==> config.mk <==
export PLATFORM = sky130hd
export DESIGN_NAME = fcfl_coef_regs
export DESIGN_NICKNAME = d
export VERILOG_FILES = /design/src/rtl/core/fcfl_pkg.sv /design/src/rtl/core/fcfl_coef_regs.sv
export SDC_FILE = /design/constraint.sdc
export NUM_CORES = 1
export LEC_CHECK = 0
export ABC_AREA = 1
export BUFFER_PORTS_ARGS = -buffer_cell sky130_fd_sc_hd__buf_2
export CORE_MARGIN = 1.5
export CORE_UTILIZATION = 45
export CTS_CLUSTER_DIAMETER = 50
export CTS_CLUSTER_SIZE = 40
export DETAILED_ROUTE_END_ITERATION = 10
export MAX_ROUTING_LAYER = met4
export PLACE_DENSITY = 0.72
export SLEW_MARGIN = 20
export SYNTH_ARGS = -nofsm -noshare
export SYNTH_HDL_FRONTEND = slang
export SYNTH_SLANG_ARGS = --single-unit
==> constraint.sdc <==
create_clock -name clk -period 1.7 [get_ports clk]
set_clock_uncertainty 0.05 [all_clocks]
set_input_delay 0.51 -clock clk [delete_from_list [all_inputs] [get_ports clk]]
set_output_delay 0.51 -clock clk [all_outputs]
set_load 0.05 [all_outputs]
==> src/rtl/core/fcfl_pkg.sv <==
// ----------------------------------------------------------------------------
// fcfl_pkg
// Shared constants and types of the four-channel FIR low-pass unit.
// ----------------------------------------------------------------------------
package fcfl_pkg;

	localparam int CHANNEL_COUNT = 4;
	localparam int COEF_W        = 16;
	localparam int FRAC_BITS     = 15;
	localparam int NUM_COEF_REGS = 6;
	localparam int CFG_INDEX_W   = 3;

	typedef enum logic [CFG_INDEX_W-1:0] {
		CFG_COEF_TAP0 = 3'd0,
		CFG_COEF_TAP1 = 3'd1,
		CFG_COEF_TAP2 = 3'd2,
		CFG_COEF_TAP3 = 3'd3,
		CFG_COEF_TAP4 = 3'd4,
		CFG_COEF_TAP5 = 3'd5
	} cfg_index_t;

	typedef logic signed [COEF_W-1:0] coef_t;

	// symmetric low-pass gains in Q1.15
	localparam coef_t COEF_RESET [NUM_COEF_REGS] = '{
		16'sd333, 16'sd3857, 16'sd12194, 16'sd12194, 16'sd3857, 16'sd333
	};

endpackage

==> src/rtl/core/fcfl_coef_regs.sv <==
// ----------------------------------------------------------------------------
// fcfl_coef_regs
// Coefficient register file; taps without a register read as zero.
// ----------------------------------------------------------------------------
module fcfl_coef_regs #(
	parameter int TAP_COUNT = 6
) (
	input  logic                                  clk,
	input  logic                                  arst_n,
	input  logic                                  cfg_valid,
	input  logic [fcfl_pkg::CFG_INDEX_W-1:0]      cfg_index,
	input  logic [fcfl_pkg::COEF_W-1:0]           cfg_data,
	output logic [TAP_COUNT-1:0][fcfl_pkg::COEF_W-1:0] coef
);
	import fcfl_pkg::*;

	coef_t coef_q [NUM_COEF_REGS];

	always_ff @(posedge clk or negedge arst_n) begin
		if (!arst_n) begin
			for (int k = 0; k < NUM_COEF_REGS; k++) begin
				coef_q[k] <= COEF_RESET[k];
			end
		end else if (cfg_valid) begin
			unique case (cfg_index_t'(cfg_index))
				CFG_COEF_TAP0: coef_q[0] <= cfg_data;
				CFG_COEF_TAP1: coef_q[1] <= cfg_data;
				CFG_COEF_TAP2: coef_q[2] <= cfg_data;
				CFG_COEF_TAP3: coef_q[3] <= cfg_data;
				CFG_COEF_TAP4: coef_q[4] <= cfg_data;
				CFG_COEF_TAP5: coef_q[5] <= cfg_data;
				default: ; // drop writes beyond the register list
			endcase
		end
	end

	for (genvar i = 0; i < TAP_COUNT; i++) begin : g_tap
		if (i < NUM_COEF_REGS) begin : g_reg
			assign coef[i] = coef_q[i];
		end else begin : g_zero
			assign coef[i] = '0;
		end
	end

endmodule

Word-level counts from Yosys, hierarchy flattened
Cells that the tools add are included.

cells by class
  reduce and logical (&&, ||, !) cells = 7
  equal/unequal tests = 5

operators by type and width
  operator              count
  $reduce_and A2 Y1     6
  $eq A3 B2 Y1 const B  2
  $eq A3 B3 Y1 const B  2
  $eq A3 B1 Y1 const B  1
  $logic_not A3 Y1      1

word-level totals
  output and inout bits = 96
  word-level logic and storage cells = 18
  input port bits = 22
  register bits = 96

Depth between registers and ports, before layout
Gate-level depths: netlist (run 1).

  depth after elaboration = 2
  mapped depth = 6
  mapped depth without buffers = 5

Worst setup path before layout (run 1)
No wires, ideal clock.

  path kind = input to register
  start point = input cfg_valid
  end point = register coef_q (netlist bit coef[54])
  data required time = 1.532 ns
  buffers on the path = 1
  stages = 6
  setup slack = 0.355 ns
  setup time = 0.118 ns
  data arrival time = 1.177 ns
  cell sequence = inv_1 -> nor2_2 -> nand2_1 -> buf_2 -> nand2_1 -> nand2_1

on the way
  longest elaborated chain between the ends = 1

RTL lines
  element                             RTL line              text
  start: declaration                  fcfl_coef_regs.sv:10  input logic cfg_valid,
  $reduce_and A2 Y1 (no source line)  n/a
  end signal: indexed assignment      fcfl_coef_regs.sv:22  coef_q[k] <= COEF_RESET[k];
  end: declaration                    fcfl_coef_regs.sv:17  coef_t coef_q [NUM_COEF_REGS];

Every way passes these cells.
A chain may end at the register's enable or synchronous reset.

Worst setup path in the final report (run 1)
  start point = register coef_q (netlist bit coef[80])
  end point = output coef[80] (netlist bit)

RTL lines
  element           RTL line              text
  end: declaration  fcfl_coef_regs.sv:13  output logic [TAP_COUNT-1:0][fcfl_pkg::COEF_W-1:0] coef

No word-level cell between the ends.

==> results of run 1 <==
[where the power goes]
group / leakage [nW] / switching, W / internal (W) / total, W
Combinational: 1.49 / 0.00212 / 0.000619 / 0.00274
Clock: 0.0988 / 0.000787 / 0.000764 / 0.00155
Sequential: 1.13 / 0.000254 / 0.00283 / 0.00309
[layer usage]
layer,routed length [um],track usage
met1,4480,0.319
met2,5040,0.373
met3,528,0.0335
met4,183,0.103
met5,0,-
[cell usage in the layout, fill, tap and decap left out]
master,Yosys,layout
nand3_1,64,64
buf_2,13,78
buf_12,0,1
buf_4,3,56
clkinv_4,0,1
clkinvlp_4,0,2
nand2_1,232,232
clkbuf_8,0,11
nor2_2,4,3
dfrtp_1,58,58
nand2_2,2,2
inv_2,3,3
bufinv_16,0,1
nor2_4,2,3
dfstp_2,38,38
inv_1,3,3
clkbuf_1,3,1
[cells in the mapped netlist]
cell / count
nor2_2: 4
nand2_2: 2
inv_2: 3
clkbuf_1: 3
nor2_4: 2
nand2_1: 232
buf_2: 13
buf_4: 3
inv_1: 3
dfrtp_1: 58
dfstp_2: 38
nand3_1: 64
[cell families (layout without fill, tap and decap cells)]
| kind of cell | Yosys count | in the layout |
|---|---|---|
| flops | 96 | 96 |
| simple gates | 304 | 304 |
| buf+inv | 25 | 157 |
[worst paths after layout]
path / slack (ns) / to / cells past startpoint / start
min in group clk: 0.37 / coef[61]$_DFFE_PN1P_ / 3 / cfg_data[13]
min: 0.15 / coef[48]$_DFFE_PN0P_ / 2 / arst_n
min reg2reg: 0.42 / coef[27]$_DFFE_PN1P_ / 2 / coef[27]$_DFFE_PN1P_
max: 0.04 / coef[80] / 1 / coef[80]$_DFFE_PN1P_
max reg2reg: 0.90 / coef[64]$_DFFE_PN1P_ / 2 / coef[64]$_DFFE_PN1P_
max in group asynchronous: 1.06 / coef[24]$_DFFE_PN1P_ / 2 / arst_n
[worst reg2reg max path, delay by kind of cell, from the launching register on]
kind | cells | cell delay, ns
DFF | 1 | 0.56
and+or+nand+nor | 2 | 0.14
[cell type report]
type,instances,share of cell area
inverter,6,0.00460
clock inverter,4,0.0110
multi-input combinational,304,0.256
timing repair buffer,135,0.170
tap,105,0.0268
clock buffer,12,0.0317
sequential,96,0.500
[what timing repair did]
action,4_1_cts,5_1_grt
resized for setup,38,0
endpoints found under the hold margin,0,0
setup endpoints to repair,38,0
[stage by stage]
step                      total power (W)  instances  hold slack [ns]  worst slack, ns
after global routing              0.00769        662            0.183          0.00209
after detailed placement          0.00576        646            0.403           0.0601
final                             0.00738        662            0.147           0.0351
after floorplan                   0.00506        425            0.164            0.355
after global placement            0.00572        646            0.400            0.112
after CTS                         0.00743        662            0.158           0.0220
==> flow_metrics.tcl, run 1 <==
set metrics [dict create \
    outcome "finished clean" \
    antennaDiodeCount 0 \
    finalNetCount 574 \
    synth_top_family_by_area "simple AND/OR/NAND/NOR gates" \
    slowest_delay_ns 0.55 \
    die_h_um 95.2 \
    port_buffers 117 \
    finalSetupViolations 0 \
    gr-total-overflow 0 \
    area_delta_synth_final_pct 28.2 \
    arrival_ns 1.10 \
    antenna_left 0 \
    grt_max_degree 97 \
    vias 3319 \
    worstHoldPathType "in -> async" \
    vias_per_cell 5.01 \
    postSynthAreaPerCell_um2 8.99 \
    critical_path.cell_chain "buf_4" \
    cp_max_fo 2 \
    cts_hold_buffers 0 \
    synth_xor_area_frac 0 \
    clockBufferDepth 2 \
    grt_usage 0.241 \
    cts_tree "built" \
    cp-end-kind "output pin" \
    clk_pin_slew_ns 0.09 \
    path_buf_inv 1 \
    fp.dieW_um 95.2 \
    cts_sinks 96 \
    peakVddDrop_uv 783 \
    antenna_found_initial 0 \
    final-seq-area_um2 2450 \
    cts_made_buffers 9 \
    ys_seq_area_frac 0.641 \
    synth-seq-cells 96 \
    finalHoldViolations 0 \
    synthMuxAreaShare 0 \
    drt-total-wl_um 10200 \
    multi_input_area_um2 1260 \
    clockRootBuffer "clkbuf_8" \
    drv_slew 0 \
    syn_inst 425 \
    synth_area_leaders "dfrtp_1 (38%), dfstp_2 (26%), nand2_1 (23%), nand3_1 (8.4%), buf_2 (1.7%)" \
    drtPass1Iterations 4 \
    synth_cell_types 12 \
    dr.first_iter.drc_count 253 \
    rsz0062_at_grt "no" \
    ctsHtreeMaxLevel 3 \
    fmax_mhz 601 \
    synth_fp_nets 447 \
    min_period_ns 1.66 \
    drive_gt1_frac 0.357 \
    final_util 0.596 \
    fin_tns_setup_ns 0 \
    yosysWarningCount 0 \
    nFillCells 740 \
    clkLatencyLatePin_ns 0.35 \
    place.gp.congestion 0.845 \
    cap_violations 0 \
    crit_family "flip-flops" \
    grt_pass1_wl_um 15900 \
    dpl_cell_area_um2 4600 \
    p_per_area_nw_per_um2 1510 \
    slew_headroom 0.654 \
    grt_pass1_vias 3140 \
    finalCritPeriodShare 0.979 \
    largest_register_ffs 96 \
    synth_top_area_frac 0.380 \
    synth_top_cell_by_area "dfrtp_1" \
    worst_pin_slew_ns 0.518 \
    die_area_um2 9060 \
    routedWlPerCell_um 15.5 \
    initial_utilization 0.465 \
    core-area_um2 8220 \
    critPathKind "reg -> out" \
    synth_compound_area_frac 0 \
    cts_setup_buffers 0 \
    hpwlAfterDp_um 7000 \
    num_io_pins 118 \
    synth_fa_ha_area_frac 0 \
    leakagePower_nw 2.72 \
    route.detailed.drc 0 \
    cpMaxStageDelayCell "dfstp_2" \
    final_area_um2 4900 \
    synth_simple_gate_area_frac 0.327 \
    num_rows 33 \
    start_kind "flip-flop" \
    syn_area_um2 3820 \
    cp.required_ns 1.14 \
]
Power figures use the tool's default switching activity.
==> run 2, diff against run 1 <==
--- a/config.mk
+++ b/config.mk
@@ -6,7 +6,7 @@
 export NUM_CORES = 1
 export LEC_CHECK = 0
 export ABC_AREA = 1
-export BUFFER_PORTS_ARGS = -buffer_cell sky130_fd_sc_hd__buf_2
+export BUFFER_PORTS_ARGS = -buffer_cell sky130_fd_sc_hd__buf_4
 export CORE_MARGIN = 1.5
 export CORE_UTILIZATION = 45
 export CTS_CLUSTER_DIAMETER = 50
==> run 2 against run 1 <==
Setup slack worse by 0.0098 ns. First-iteration DRC count shrank 7.5%. Clock power up 3%. Final cell count grew 0.91%. Sequential cell count did not move. Non-clock buffer count increased by 6. Register-to-register slack about the same. Critical path depth unchanged. Via count is 1.2% lower. Die area unchanged. Clock-buffer cell count unchanged. Largest cell class unchanged.
==> flow_metrics.tcl, run 2 (synthesized netlist as in run 1, its figures left out) <==
set metrics [dict create \
    port_buffers 117 \
    p_per_area_nw_per_um2 1480 \
    antenna_left 0 \
    final_area_um2 5150 \
    antennaDiodeCount 0 \
    dpl_cell_area_um2 4920 \
    drive_gt1_frac 0.364 \
    finalSetupViolations 0 \
    cp_max_fo 2 \
    path_buf_inv 1 \
    cp.required_ns 1.14 \
    clockBufferDepth 2 \
    slowest_delay_ns 0.55 \
    die_h_um 95.2 \
    grt_max_degree 39 \
    finalHoldViolations 0 \
    cts_made_buffers 9 \
    drtPass1Iterations 5 \
    finalCritPeriodShare 0.985 \
    clockRootBuffer "clkbuf_8" \
    area_delta_synth_final_pct 34.7 \
    final_cell_mix "nand2_1 (232), buf_4 (139), nand3_1 (64)" \
    worst_pin_slew_ns 0.320 \
    leakagePower_nw 2.80 \
    fmax_mhz 597 \
    worstHoldPathType "in -> reg" \
    mostFrequentLayoutCell "nand2_1" \
    drt-total-wl_um 10300 \
    cpMaxStageDelayCell "dfstp_2" \
    hold_start "cfg_data[2]" \
    critical_path.cell_chain "buf_4" \
    finalNetCount 580 \
    clk_pin_slew_ns 0.10 \
    antenna_found_initial 0 \
    clkLatencyLatePin_ns 0.36 \
    vias 3280 \
    cts_setup_buffers 0 \
    grt_pass1_wl_um 16600 \
    initial_utilization 0.465 \
    drv_slew 0 \
    pre_cts_ws_ns 0.155 \
    reg2reg_from "coef[88]$_DFFE_PN1P_" \
    die_area_um2 9060 \
    largest_register_ffs 96 \
    cap_violations 0 \
    cp-startpoint "coef[37]$_DFFE_PN1P_" \
    power_w 0.00761 \
    start_kind "flip-flop" \
    route.detailed.drc 0 \
    grt_usage 0.249 \
    fin_tns_setup_ns 0 \
    peakVddDrop_uv 726 \
    gr-total-overflow 0 \
    num_io_pins 118 \
    vias_per_cell 4.91 \
    dr.first_iter.drc_count 234 \
    outcome "finished clean" \
    cts-resized-gates 0 \
    cts_tree "built" \
    slew_headroom 0.786 \
    routedWlPerCell_um 15.5 \
    arrival_ns 1.11 \
    rsz0062_at_grt "no" \
    min_period_ns 1.67 \
    finalWorstSetupSlack_ns 0.0253 \
    cts_sinks 96 \
    hold_slack_ns 0.338 \
    num_rows 33 \
    fp.dieW_um 95.2 \
    grt_pass1_vias 3316 \
    critPathKind "reg -> out" \
    cp-end-kind "output pin" \
    ctsHtreeMaxLevel 3 \
    core-area_um2 8220 \
    place.gp.congestion 0.838 \
    crit_family "flip-flops" \
    hpwlAfterDp_um 7380 \
]
run 2: timing repair:
| action | in CTS | in global routing |
|---|---|---|
| endpoints found under the hold margin | 12 | 0 |
| hold buffers | 1 | 0 |
| endpoints found under the setup margin | 0 | 0 |
run 2: where the power goes:
group	switching, W	internal [W]	total, W
clock network	0.000790	0.000801	0.00159
registers	0.000270	0.00283	0.00310
logic	0.00212	0.000794	0.00291
run 2: worst paths after layout:
path                                             end  slack (ns)  cells after the start
worst max-delay path                        coef[37]        0.03                      1
worst min-delay path            coef[82]$_DFFE_PN1P_        0.34                      3
worst max register to register  coef[88]$_DFFE_PN1P_        0.91                      2
worst min register to register  coef[42]$_DFFE_PN1P_        0.42                      2
max in group asynchronous       coef[20]$_DFFE_PN1P_        0.53                      3
min in group asynchronous       coef[51]$_DFFE_PN0P_        0.50                      2
run 2: worst min-delay path, stage by stage:
cell     delay, ns
buf_4         0.14
nand2_1       0.06
nand2_1       0.04
run 2: area by class of cell:
type / count / area [um2]
Tap cell: 105 / 131
Sequential cell: 96 / 2450
Timing Repair Buffer: 141 / 1070
Clock buffer: 12 / 165
Inverter: 6 / 22.5
Clock inverter: 4 / 51.3
Multi-Input combinational cell: 304 / 1260
Fill cell: 708 / 3070
run 2: through the flow:
stage	utilization	instances
6_report	0.627	668
5_1_grt	0.627	668
4_1_cts	0.627	668
3_5_place_dp	0.599	651
3_3_place_gp	0.599	651
2_1_floorplan	-	425
run 2: metal layers:
metal / GRT usage / wire length, um
met4: 0.0908 / 170
met5: - / 0
met3: 0.0295 / 448
met2: 0.391 / 5120
met1: 0.335 / 4600
==> run 3, diff against run 2 <==
--- a/config.mk
+++ b/config.mk
@@ -12,7 +12,6 @@
 export CTS_CLUSTER_DIAMETER = 50
 export CTS_CLUSTER_SIZE = 40
 export DETAILED_ROUTE_END_ITERATION = 10
-export MAX_ROUTING_LAYER = met4
 export PLACE_DENSITY = 0.72
 export SLEW_MARGIN = 20
 export SYNTH_ARGS = -nofsm -noshare
==> run 3 against run 2 <==
Sequential cell count unchanged. Clock-buffer cell count unchanged. Via count increased by 2.0%. Sequential power about the same. Final cell count unchanged. Largest cell class unchanged. Non-clock buffer count unchanged. Register-to-register slack about the same. Critical path depth unchanged.
==> flow_metrics.tcl, run 3 (synthesized netlist as in run 1, its figures left out) <==
set metrics [dict create \
    peakVddDrop_uv 721 \
    clockBufferDepth 2 \
    die_area_um2 9060 \
    initial_utilization 0.465 \
    p_per_area_nw_per_um2 1480 \
    arrival_ns 1.11 \
    vias_per_cell 5.01 \
    r2r_cells 2 \
    gr-total-overflow 0 \
    route.detailed.drc 0 \
    outcome "finished clean" \
    grt_pass1_vias 3310 \
    cp_max_fo 2 \
    cp.required_ns 1.14 \
    start_kind "flip-flop" \
    intPower_w 0.00443 \
    cap_violations 0 \
    finalSetupViolations 0 \
    grt_pass1_wl_um 16600 \
    cts_sinks 96 \
    antenna_found_initial 0 \
    netSwitchingPower_w 0.00318 \
    antennaDiodeCount 0 \
    r2r_slack_ns 0.91 \
    switching_share 0.417 \
    critPathKind "reg -> out" \
    combPwrFrac 0.383 \
    place.gp.congestion 0.825 \
    mostFrequentLayoutCell "nand2_1" \
    whs_path_depth 3 \
    vias 3344 \
    power_frac_seq 0.408 \
    hpwlAfterDp_um 7380 \
    clk_pin_slew_ns 0.10 \
    ctsHtreeMaxLevel 3 \
    fin_tns_setup_ns 0 \
    area_delta_synth_final_pct 34.8 \
    leakagePower_nw 2.80 \
    rsz0062_at_grt "no" \
    power_w 0.00761 \
    grt_usage 0.243 \
    core-area_um2 8220 \
    cts_made_buffers 9 \
    reg2reg_to "coef[88]$_DFFE_PN1P_" \
    crit_family "flip-flops" \
    cp-startpoint "coef[39]$_DFFE_PN1P_" \
    slowest_delay_ns 0.56 \
    path_buf_inv 1 \
    num_io_pins 118 \
    routedWlPerCell_um 15.5 \
    dr.first_iter.drc_count 189 \
    drive_gt1_frac 0.364 \
    cp-end-kind "output pin" \
    die_h_um 95.2 \
    finalCritPeriodShare 0.980 \
    fp.dieW_um 95.2 \
    clockRootBuffer "clkbuf_8" \
    cpMaxStageDelayCell "dfstp_2" \
    cp_num_cells 1 \
    worst_pin_slew_ns 0.319 \
    hold_start "cfg_data[2]" \
    min_period_ns 1.67 \
    num_rows 33 \
    finalNetCount 580 \
    cts_tree "built" \
    crit_path_end "coef[39]" \
    port_buffers 117 \
    cts_setup_buffers 0 \
    grt_max_degree 39 \
    drv_slew 0 \
    worstHoldPathType "in -> reg" \
    antenna_left 0 \
    fmax_mhz 600 \
    pwr-share-clk 0.208 \
    clkLatencyLatePin_ns 0.35 \
    drtPass1Iterations 4 \
    drt-total-wl_um 10400 \
    slew_headroom 0.787 \
    final_cell_mix "nand2_1 (232), buf_4 (138), nand3_1 (64)" \
    critical_path.cell_chain "buf_4" \
    largest_register_ffs 96 \
    finalHoldViolations 0 \
    reg2reg_from "coef[88]$_DFFE_PN1P_" \
]
## run 3: cell count changes in the layout (fill, tap and decap cells not counted)
cell   delta
buf_6     +1
buf_4     -1
## run 3: power groups by stage
stage               Combinational (W)  Sequential [W]  Clock (W)
floorplan                    0.000408         0.00465          0
global placement              0.00289         0.00314          0
detailed placement            0.00294         0.00314          0
global route                  0.00308         0.00316    0.00172
CTS                           0.00294         0.00310    0.00161
finish                        0.00292         0.00311    0.00158
## run 3: area by class of cell
| type | count | area (um2) |
|---|---|---|
| Multi-Input combinational cell | 304 | 1260 |
| Sequential cell | 96 | 2450 |
| Fill cell | 707 | 3060 |
| Clock buffer | 12 | 165 |
| Tap cell | 105 | 131 |
| Clock inverter | 4 | 51.3 |
| Inverter | 6 | 22.5 |
| Timing Repair Buffer | 141 | 1080 |
## run 3: layer usage
metal  up-vias  part of all wire  global-route usage
met5         -                 0                   0
met4         0             0.016              0.0908
met3        16             0.047              0.0335
met2       108              0.50               0.390
met1      1626              0.44               0.334
li1       1594                 -                   -
## run 3: what timing repair did
action,CTS,global route
hold endpoints to repair,12,0
hold buffers,1,0
resized for setup,0,1
setup endpoints to repair,0,1
## run 3: per-stage QoR
| step | std cells | hold slack [ns] | instance area (um2) | worst slack [ns] | util |
|---|---|---|---|---|---|
| final | 668 | 0.342 | 5150 | 0.0337 | 0.627 |
| after floorplan | 425 | 0.164 | 3820 | 0.355 | - |
| after CTS | 668 | 0.331 | 5150 | 0.0232 | 0.627 |
| after global placement | 651 | 0.350 | 4920 | 0.210 | 0.599 |
| after global routing | 668 | 0.345 | 5150 | 0.00179 | 0.627 |
| after detailed placement | 651 | 0.356 | 4920 | 0.155 | 0.599 |
## run 3: worst min-delay path by stage
stage	endpoint	slack [ns]
floorplan	coef[10]$_DFFE_PN0P_	0.16
global placement	coef[51]$_DFFE_PN0P_	0.35
detailed placement	coef[51]$_DFFE_PN0P_	0.36
CTS	coef[82]$_DFFE_PN1P_	0.33
global route	coef[82]$_DFFE_PN1P_	0.35
finish	coef[82]$_DFFE_PN1P_	0.34
